`src/rtl/dnr_pkg.sv`:
```
// shared widths, register codes and types for the decaying noise resonator
package dnr_pkg;

  localparam int NOISE_W    = 16;
  localparam int SAMPLE_W   = 24;
  localparam int LEVEL_W    = 20;
  localparam int DECAY_W    = 16;
  localparam int FB1_W      = 18;
  localparam int FB2_W      = 17;
  localparam int LEN_W      = 16;
  localparam int CFG_INDEX_W = 3;
  localparam int CFG_DATA_W  = 20;

  localparam logic [LEN_W-1:0]   MAX_LENGTH        = 16'd20000;
  localparam logic [LEVEL_W-1:0] START_LEVEL_RESET = 20'd65536;
  localparam logic [DECAY_W-1:0] LEVEL_DECAY_RESET = 16'd65535;

  typedef enum logic [CFG_INDEX_W-1:0] {
    REG_FEEDBACK_ONE = 3'd0,
    REG_FEEDBACK_TWO = 3'd1,
    REG_START_LEVEL  = 3'd2,
    REG_LEVEL_DECAY  = 3'd3,
    REG_GRAIN_LENGTH = 3'd4
  } cfg_reg_t;

  typedef struct packed {
    logic signed [FB1_W-1:0] feedback_one;
    logic [FB2_W-1:0]        feedback_two;
    logic [DECAY_W-1:0]      level_decay;
  } coef_t;

endpackage

```
`src/rtl/dnr_datapath.sv`:
```
// resonator arithmetic: scaled noise, two feedback terms, saturation, level decay
module dnr_datapath (
  input  logic signed [dnr_pkg::NOISE_W-1:0]  noise,
  input  logic [dnr_pkg::LEVEL_W-1:0]         level,
  input  logic signed [dnr_pkg::SAMPLE_W-1:0] prev_out,
  input  logic signed [dnr_pkg::SAMPLE_W-1:0] prev_prev_out,
  input  dnr_pkg::coef_t                      coef,
  output logic signed [dnr_pkg::SAMPLE_W-1:0] sample,
  output logic [dnr_pkg::LEVEL_W-1:0]         level_next
);
  import dnr_pkg::*;

  localparam int EP_W  = NOISE_W + LEVEL_W + 1;
  localparam int T1P_W = FB1_W + SAMPLE_W;
  localparam int T2P_W = FB2_W + 1 + SAMPLE_W;
  localparam int ACC_W = SAMPLE_W + 4;
  localparam int LP_W  = LEVEL_W + DECAY_W;

  logic signed [EP_W-1:0]  exc_prod;
  logic signed [T1P_W-1:0] t1_prod;
  logic signed [T2P_W-1:0] t2_prod;
  logic signed [EP_W-1:0]  exc_rnd;
  logic signed [T1P_W-1:0] t1_rnd;
  logic signed [T2P_W-1:0] t2_rnd;
  logic signed [ACC_W-1:0] acc;
  logic [LP_W-1:0]         level_prod;

  localparam logic signed [ACC_W-1:0] OUT_MAX = ACC_W'(8388607);
  localparam logic signed [ACC_W-1:0] OUT_MIN = -ACC_W'(8388608);

  assign exc_prod = EP_W'(noise) * EP_W'($signed({1'b0, level}));
  assign t1_prod  = T1P_W'(coef.feedback_one) * T1P_W'(prev_out);
  assign t2_prod  = T2P_W'($signed({1'b0, coef.feedback_two})) * T2P_W'(prev_prev_out);

  // round half up then floor
  assign exc_rnd = (exc_prod + EP_W'(32768)) >>> 16;
  assign t1_rnd  = (t1_prod + T1P_W'(32768)) >>> 16;
  assign t2_rnd  = (t2_prod + T2P_W'(32768)) >>> 16;

  assign acc = ACC_W'(exc_rnd) - ACC_W'(t1_rnd) - ACC_W'(t2_rnd);

  always_comb begin
    if (acc > OUT_MAX) begin
      sample = OUT_MAX[SAMPLE_W-1:0];
    end else if (acc < OUT_MIN) begin
      sample = OUT_MIN[SAMPLE_W-1:0];
    end else begin
      sample = acc[SAMPLE_W-1:0];
    end
  end

  assign level_prod = LP_W'(level) * LP_W'(coef.level_decay);
  assign level_next = level_prod[LP_W-1:DECAY_W];

endmodule

```
`src/rtl/decaying_noise_resonator_unit.sv`:
```
// top level of the decaying noise resonator grain generator
// Takes one noise transaction per cycle while item_stall is low, and answers a running grain
// with one sample transaction through the input register, then the result register. The resonator
// state updates in the single stage between them, so a new transaction can enter while its
// predecessor's sample waits in the result register; the only slowdown comes from stall on the result
// channel. Configuration writes are always ready and take effect on the next item.
module decaying_noise_resonator_unit (
  input  logic                                  clk,
  input  logic                                  rst,
  input  logic                                  item_valid,
  output logic                                  item_stall,
  input  logic signed [dnr_pkg::NOISE_W-1:0]    noise,
  input  logic                                  restart,
  output logic                                  result_valid,
  input  logic                                  result_stall,
  output logic signed [dnr_pkg::SAMPLE_W-1:0]   sample,
  output logic                                  last,
  input  logic                                  cfg_valid,
  output logic                                  cfg_ready,
  input  logic [dnr_pkg::CFG_INDEX_W-1:0]       cfg_index,
  input  logic [dnr_pkg::CFG_DATA_W-1:0]        cfg_data
);
  import dnr_pkg::*;

  coef_t                      coef;
  logic [LEVEL_W-1:0]         start_level;
  logic [LEN_W-1:0]           grain_length;

  logic                       s1_valid;
  logic signed [NOISE_W-1:0]  s1_noise;
  logic                       s1_restart;

  logic signed [SAMPLE_W-1:0] prev_out;
  logic signed [SAMPLE_W-1:0] prev_prev_out;
  logic [LEVEL_W-1:0]         level;
  logic [LEN_W-1:0]           sample_count;
  logic                       active;

  logic [LEN_W-1:0]           eff_length;
  logic                       cur_active;
  logic [LEN_W-1:0]           cur_count;
  logic [LEVEL_W-1:0]         cur_level;
  logic signed [SAMPLE_W-1:0] cur_prev;
  logic signed [SAMPLE_W-1:0] cur_prev_prev;
  logic [LEN_W-1:0]           count_next;
  logic                       emit;
  logic                       is_last;
  logic                       fire;
  logic signed [SAMPLE_W-1:0] y;
  logic [LEVEL_W-1:0]         level_next;

  assign cfg_ready = 1'b1;

  always_ff @(posedge clk) begin
    if (rst) begin
      coef.feedback_one <= '0;
      coef.feedback_two <= '0;
      coef.level_decay  <= LEVEL_DECAY_RESET;
      start_level       <= START_LEVEL_RESET;
      grain_length      <= '0;
    end else if (cfg_valid && cfg_ready) begin
      unique case (cfg_index)
        REG_FEEDBACK_ONE: coef.feedback_one <= cfg_data[FB1_W-1:0];
        REG_FEEDBACK_TWO: coef.feedback_two <= cfg_data[FB2_W-1:0];
        REG_START_LEVEL:  start_level       <= cfg_data[LEVEL_W-1:0];
        REG_LEVEL_DECAY:  coef.level_decay  <= cfg_data[DECAY_W-1:0];
        REG_GRAIN_LENGTH: grain_length      <= cfg_data[LEN_W-1:0];
        default: begin
        end
      endcase
    end
  end

  assign fire       = s1_valid && (!result_valid || !result_stall);
  assign item_stall = s1_valid && !fire;

  always_ff @(posedge clk) begin
    if (rst) begin
      s1_valid <= 1'b0;
    end else if (item_valid && !item_stall) begin
      s1_valid <= 1'b1;
    end else if (fire) begin
      s1_valid <= 1'b0;
    end
  end

  always_ff @(posedge clk) begin
    if (item_valid && !item_stall) begin
      s1_noise   <= noise;
      s1_restart <= restart;
    end
  end

  assign eff_length    = (grain_length > MAX_LENGTH) ? MAX_LENGTH : grain_length;
  assign cur_active    = s1_restart ? (eff_length != '0) : active;
  assign cur_count     = s1_restart ? '0 : sample_count;
  assign cur_level     = s1_restart ? start_level : level;
  assign cur_prev      = s1_restart ? '0 : prev_out;
  assign cur_prev_prev = s1_restart ? '0 : prev_prev_out;
  assign emit          = cur_active && (cur_count < eff_length);
  assign count_next    = cur_count + LEN_W'(1);
  assign is_last       = count_next >= eff_length;

  dnr_datapath u_datapath (
    .noise         (s1_noise),
    .level         (cur_level),
    .prev_out      (cur_prev),
    .prev_prev_out (cur_prev_prev),
    .coef          (coef),
    .sample        (y),
    .level_next    (level_next)
  );

  always_ff @(posedge clk) begin
    if (rst) begin
      prev_out      <= '0;
      prev_prev_out <= '0;
      level         <= '0;
      sample_count  <= '0;
      active        <= 1'b0;
    end else if (fire) begin
      active <= emit && !is_last;
      if (emit) begin
        prev_out      <= y;
        prev_prev_out <= cur_prev;
        level         <= level_next;
        sample_count  <= count_next;
      end else begin
        prev_out      <= cur_prev;
        prev_prev_out <= cur_prev_prev;
        level         <= cur_level;
        sample_count  <= cur_count;
      end
    end
  end

  always_ff @(posedge clk) begin
    if (rst) begin
      result_valid <= 1'b0;
    end else if (fire && emit) begin
      result_valid <= 1'b1;
    end else if (!result_stall) begin
      result_valid <= 1'b0;
    end
  end

  always_ff @(posedge clk) begin
    if (fire && emit) begin
      sample <= y;
      last   <= is_last;
    end
  end

`ifndef SYNTHESIS
  a_last_ends_grain: assert property (@(posedge clk) disable iff (rst)
    (fire && emit && is_last) |=> !active)
    else $error("grain still active after its final sample");

  a_count_bounded: assert property (@(posedge clk) disable iff (rst)
    active |-> (sample_count < MAX_LENGTH))
    else $error("sample count beyond maximum grain length while active");

  a_no_overwrite: assert property (@(posedge clk) disable iff (rst)
    (result_valid && result_stall) |-> !(fire && emit))
    else $error("new sample computed while result register is held");
`endif

endmodule

```
`config.mk`:
```
export PLATFORM = sky130hd
export DESIGN_NAME = decaying_noise_resonator_unit
export DESIGN_NICKNAME = d
export VERILOG_FILES = /design/src/rtl/dnr_pkg.sv /design/src/rtl/dnr_datapath.sv /design/src/rtl/decaying_noise_resonator_unit.sv
export SDC_FILE = /design/constraint.sdc
export NUM_CORES = 2
export LEC_CHECK = 0
export ABC_CLOCK_PERIOD_IN_PS = 14500
export BUFFER_PORTS_ARGS = -buffer_cell sky130_fd_sc_hd__clkbuf_2
export CORE_MARGIN = 4
export CORE_UTILIZATION = 35
export CTS_CLUSTER_DIAMETER = 120
export DETAILED_ROUTE_END_ITERATION = 12
export GPL_ROUTABILITY_DRIVEN = 0
export PLACE_DENSITY = 0.58
export SLEW_MARGIN = 20
export SYNTH_ARGS = -nofsm -noshare
export SYNTH_HDL_FRONTEND = slang
export SYNTH_SLANG_ARGS = --single-unit
export TNS_END_PERCENT = 10
```
`constraint.sdc`:
```
create_clock -name clk -period 14.5 [get_ports clk]
set_clock_uncertainty 0.05 [all_clocks]
set_input_delay 0 -clock clk [delete_from_list [all_inputs] [get_ports clk]]
set_output_delay 0 -clock clk [all_outputs]
set_load 0.05 [all_outputs]
```
==> metrics.md <==
| Metric | Value |
|---|---|
| Multi-input gate area | 0.0487 mm² |
| Reg2Reg Setup Slack | 1.86 ns |
| Commonest non-fill, non-tap cells in the layout | 1671 x inv_1, 1349 x fa_1, 1144 x nand2_1, 538 x and2_1, 514 x ha_1 |
| Tcrit/Tclk final | 87.2% |
| Port bufs | 71 |
| I/O pin count | 73 |
| M1 GR Usage | 25.7% |
| GRT overflow | 0 |
| Status | complete, but fails checks |
| Failing checks | negative hold slack |
| Hold Buf Count CTS | 43 |
| Setup TNS | 0 ns |
| Slowest stage delay, CP | 0.86 ns |
| Yosys warning count | 0 |
| WP data required | 14.99 ns |
| Area contributors post-synth | fa_1 44%, ha_1 11%, inv_1 10% |
| Postcts setup bufs | 0 |
| Register area share after synthesis | 7.78% |
| Worst r2r path cells | 34 |
| Final WL | 172 mm |
| Worst Setup SP | s1_restart$_DFFE_PP_ |
| Slowest CP cell | a41o_1 |
| Hold WC Path Type | input pin to register |
| Rel. slew slack | 27.6% |
| Largest net degree at the start of global routing | 80 |
| Synthesized instance count | 6960 |
| Nets | 8778 |
| FF+latch area | 0.00475 mm² |
| Gr usage total | 19.5% |
| Cell variety after synth | 77 |
| Post-route cell area | 0.0651 mm² |
| Final setup margin | 1.86 ns |
| Commonest non-fill, non-tap cell in the layout | inv_1 |
| RSZ-0062 raised after global routing | false |
| Global route hottest layer | met2 |
| Share of cells above drive strength 1 | 4.35% |
| Post-place setup slack | 1.61 ns |
| Fin. max-slew vios | 0 |
| Final-report hold violation count | 13 |
| Register bit total from synthesis | 216 |
| Die Span Y | 425 µm |
| Area delta synth->final | 6.83% |
| Starting density of the core | 35.4% |
| Peak VDD IR | 0.000151 V |
| Vias in the first global route | 49400 |
| Pre-antenna DRT Iters | 6 |
| Max-Cap Viols | 0 |
| Global-route wire length before repair | 279 mm |
| CTS Sinks | 216 |
| CP Capture Type | register |
| Fillers | 17600 |
| CTS tree | done |
| Clk buf depth | 3 |
| Most used DFF post-synth | dfxtp_1 |
| Starting DRT DRC Count | 2674 |
| Minimum clock period after layout | 12.64 ns |
| Worst EP arrival | 13.13 ns |
| Hold Slack | -0.0194 ns |
| Antenna Violating Nets Remaining | 0 |
| RR Endpoint | prev_out[9]$_SDFFE_PP0P_ |
| Startpoint of the worst register-to-register path | s1_restart$_DFFE_PP_ |
| Crit path kind | register to register |
| Clock slew at reported path FFs | 0.06 ns |
| Asr flop ratio synth | 0% |
| Crit start category | register |
| Dpl hpwl | 137 mm |
| Met2 Use GR | 33.9% |
| Antenna violations before repair | 4 |
| Cell Area, Placed | 0.0638 mm² |
| DRC Markers | 0 |
| Vias per cell | 4.89 |
| Met3 usage | 2.29% |
| P_leak | 31.8 nW |
| Worst-Margin Slew | 1.08 ns |
| Crit Path Max Fanout | 39 |
| Achievable Freq | 79.1 MHz |
| Finish-stage setup viols | 0 |
| Worst path most repeated cell | fa_1 |
| Post-synth top area cell | fa_1 |
| Routed len/inst | 18.7 µm |
| Die X-Extent | 425 µm |
| Post-Syn Area per Cell | 8.76 µm² |
| Number of synthesized flops with an enable pin | 42 |
| Worst Setup EP | prev_out[9]$_SDFFE_PP0P_ |
| Synthesized area | 0.0610 mm² |
| Power per cell area | 89.8 mW/mm² |
| H-tree Lvls | 1 |
| Floorplan core area | 0.172 mm² |
| Area share of the largest cell type after synthesis | 44.3% |
| Worst skew pair latency | 0.60 ns |
| Via count | 45000 |
| Num rows | 152 |
| CTS Buf Count | 26 |
| Die area | 0.181 mm² |
| CTS Root Cell | clkbuf_16 |
| CTS resizes | 0 |
-- cells in the mapped netlist (5+ instances only) --
library cell and n:
a2111oi_0 6, a211oi_1 27, a21o_1 82, a21oi_1 184, a221o_1 21, a22oi_1 35, a31oi_1 11, and2_1 538
and3_1 14, and4_1 11, buf_1 16, clkbuf_1 331, dfxtp_1 174, edfxtp_1 42, fa_1 1349, ha_1 514
inv_1 1672, mux2_2 21, mux2i_1 6, nand2_1 1144, nand2b_1 18, nand3_1 43, nand3b_1 21, nand4_1 18
nor2_1 167, nor2b_1 93, nor3_1 39, nor4_1 5, o211ai_1 12, o21a_1 34, o21ai_0 78, o21bai_1 9
or2_2 20, or3_1 6, xnor2_1 81, xor2_1 47
-- layer usage --
layer	up-vias	part of all wire, %	wire length, µm
li1	20300	-	-
met1	23200	42	72100
met2	1310	49	84000
met3	231	5.9	10100
met4	2	3.2	5570
met5	-	0.0076	13
-- critical path, delay by kind of cell (launching register included) --
kind,cells,cell delay [ns]
adder cells (fa/ha/maj),9,4.17
AO/OA/AOI/OAI,12,3.73
AND/OR/NAND/NOR,6,1.93
multiplexers,1,0.78
buffers and inverters,5,0.73
XOR/XNOR,1,0.73
flip-flops,1,0.36
-- sequential cells by signal, summed over array words and instances, names as in the netlist, 16 cells and up --
signal and cells:
start_level 20, level 20, sample_count 16, grain_length 16, prev_prev_out 24, s1_noise 16
prev_out 24, coef 51, sample 24
-- cells by family after synthesis --
family,Yosys count,synth area share (%)
AO/OA/AOI/OAI,550,5.90
XOR/XNOR,128,1.84
adder cells (fa/ha/maj),1863,54.8
buffers and inverters,2026,12.5
flip-flops,216,7.78
multiplexers,27,0.486
other,1,0.00615
AND/OR/NAND/NOR,2149,16.6
-- final cells by class --
class	count	share of cell area (%)
Clock buffer	30	1.05
Multi-Input combinational cell	4720	74.7
Antenna cell	3	0.0115
Inverter	1673	9.64
Sequential cell	216	7.29
Timing Repair Buffer	233	2.59
Clock inverter	18	0.303
Tap cell	2310	4.44
-- metrics by stage --
| stage | instances | total power [mW] | hold WS [ns] | util, % |
|---|---|---|---|---|
| 2_1_floorplan | 6962 | 3.88 | 0.0489 | - |
| 3_3_place_gp | 9108 | 5.06 | 0.126 | 37.0 |
| 3_5_place_dp | 9108 | 5.13 | 0.130 | 37.0 |
| 4_1_cts | 9199 | 5.89 | 0.00660 | 37.8 |
| 5_1_grt | 9201 | 6.45 | 0.00196 | 37.8 |
| 6_report | 9203 | 5.85 | -0.0194 | 37.8 |
-- worst min path at each step --
| stage | from | endpoint | slack, ns | cells past startpoint |
|---|---|---|---|---|
| floorplan | noise[0] | s1_noise[0]$_DFFE_PP_ | 0.05 | 0 |
| global placement | noise[1] | s1_noise[1]$_DFFE_PP_ | 0.13 | 1 |
| finish | cfg_index[0] | coef[23]$_SDFFE_PP0P_ | -0.02 | 5 |
| detailed placement | noise[13] | s1_noise[13]$_DFFE_PP_ | 0.13 | 1 |
| global route | cfg_index[0] | coef[23]$_SDFFE_PP0P_ | 0.002 | 5 |
| CTS | cfg_valid | grain_length[3]$_SDFFE_PP0P_ | 0.007 | 4 |
-- report_power, final --
| part | switching, mW | internal [mW] |
|---|---|---|
| logic | 2.72 | 1.71 |
| clock network | 0.304 | 0.398 |
| registers | 0.0428 | 0.676 |
Note: power is estimated with default switching activity, not from simulation.
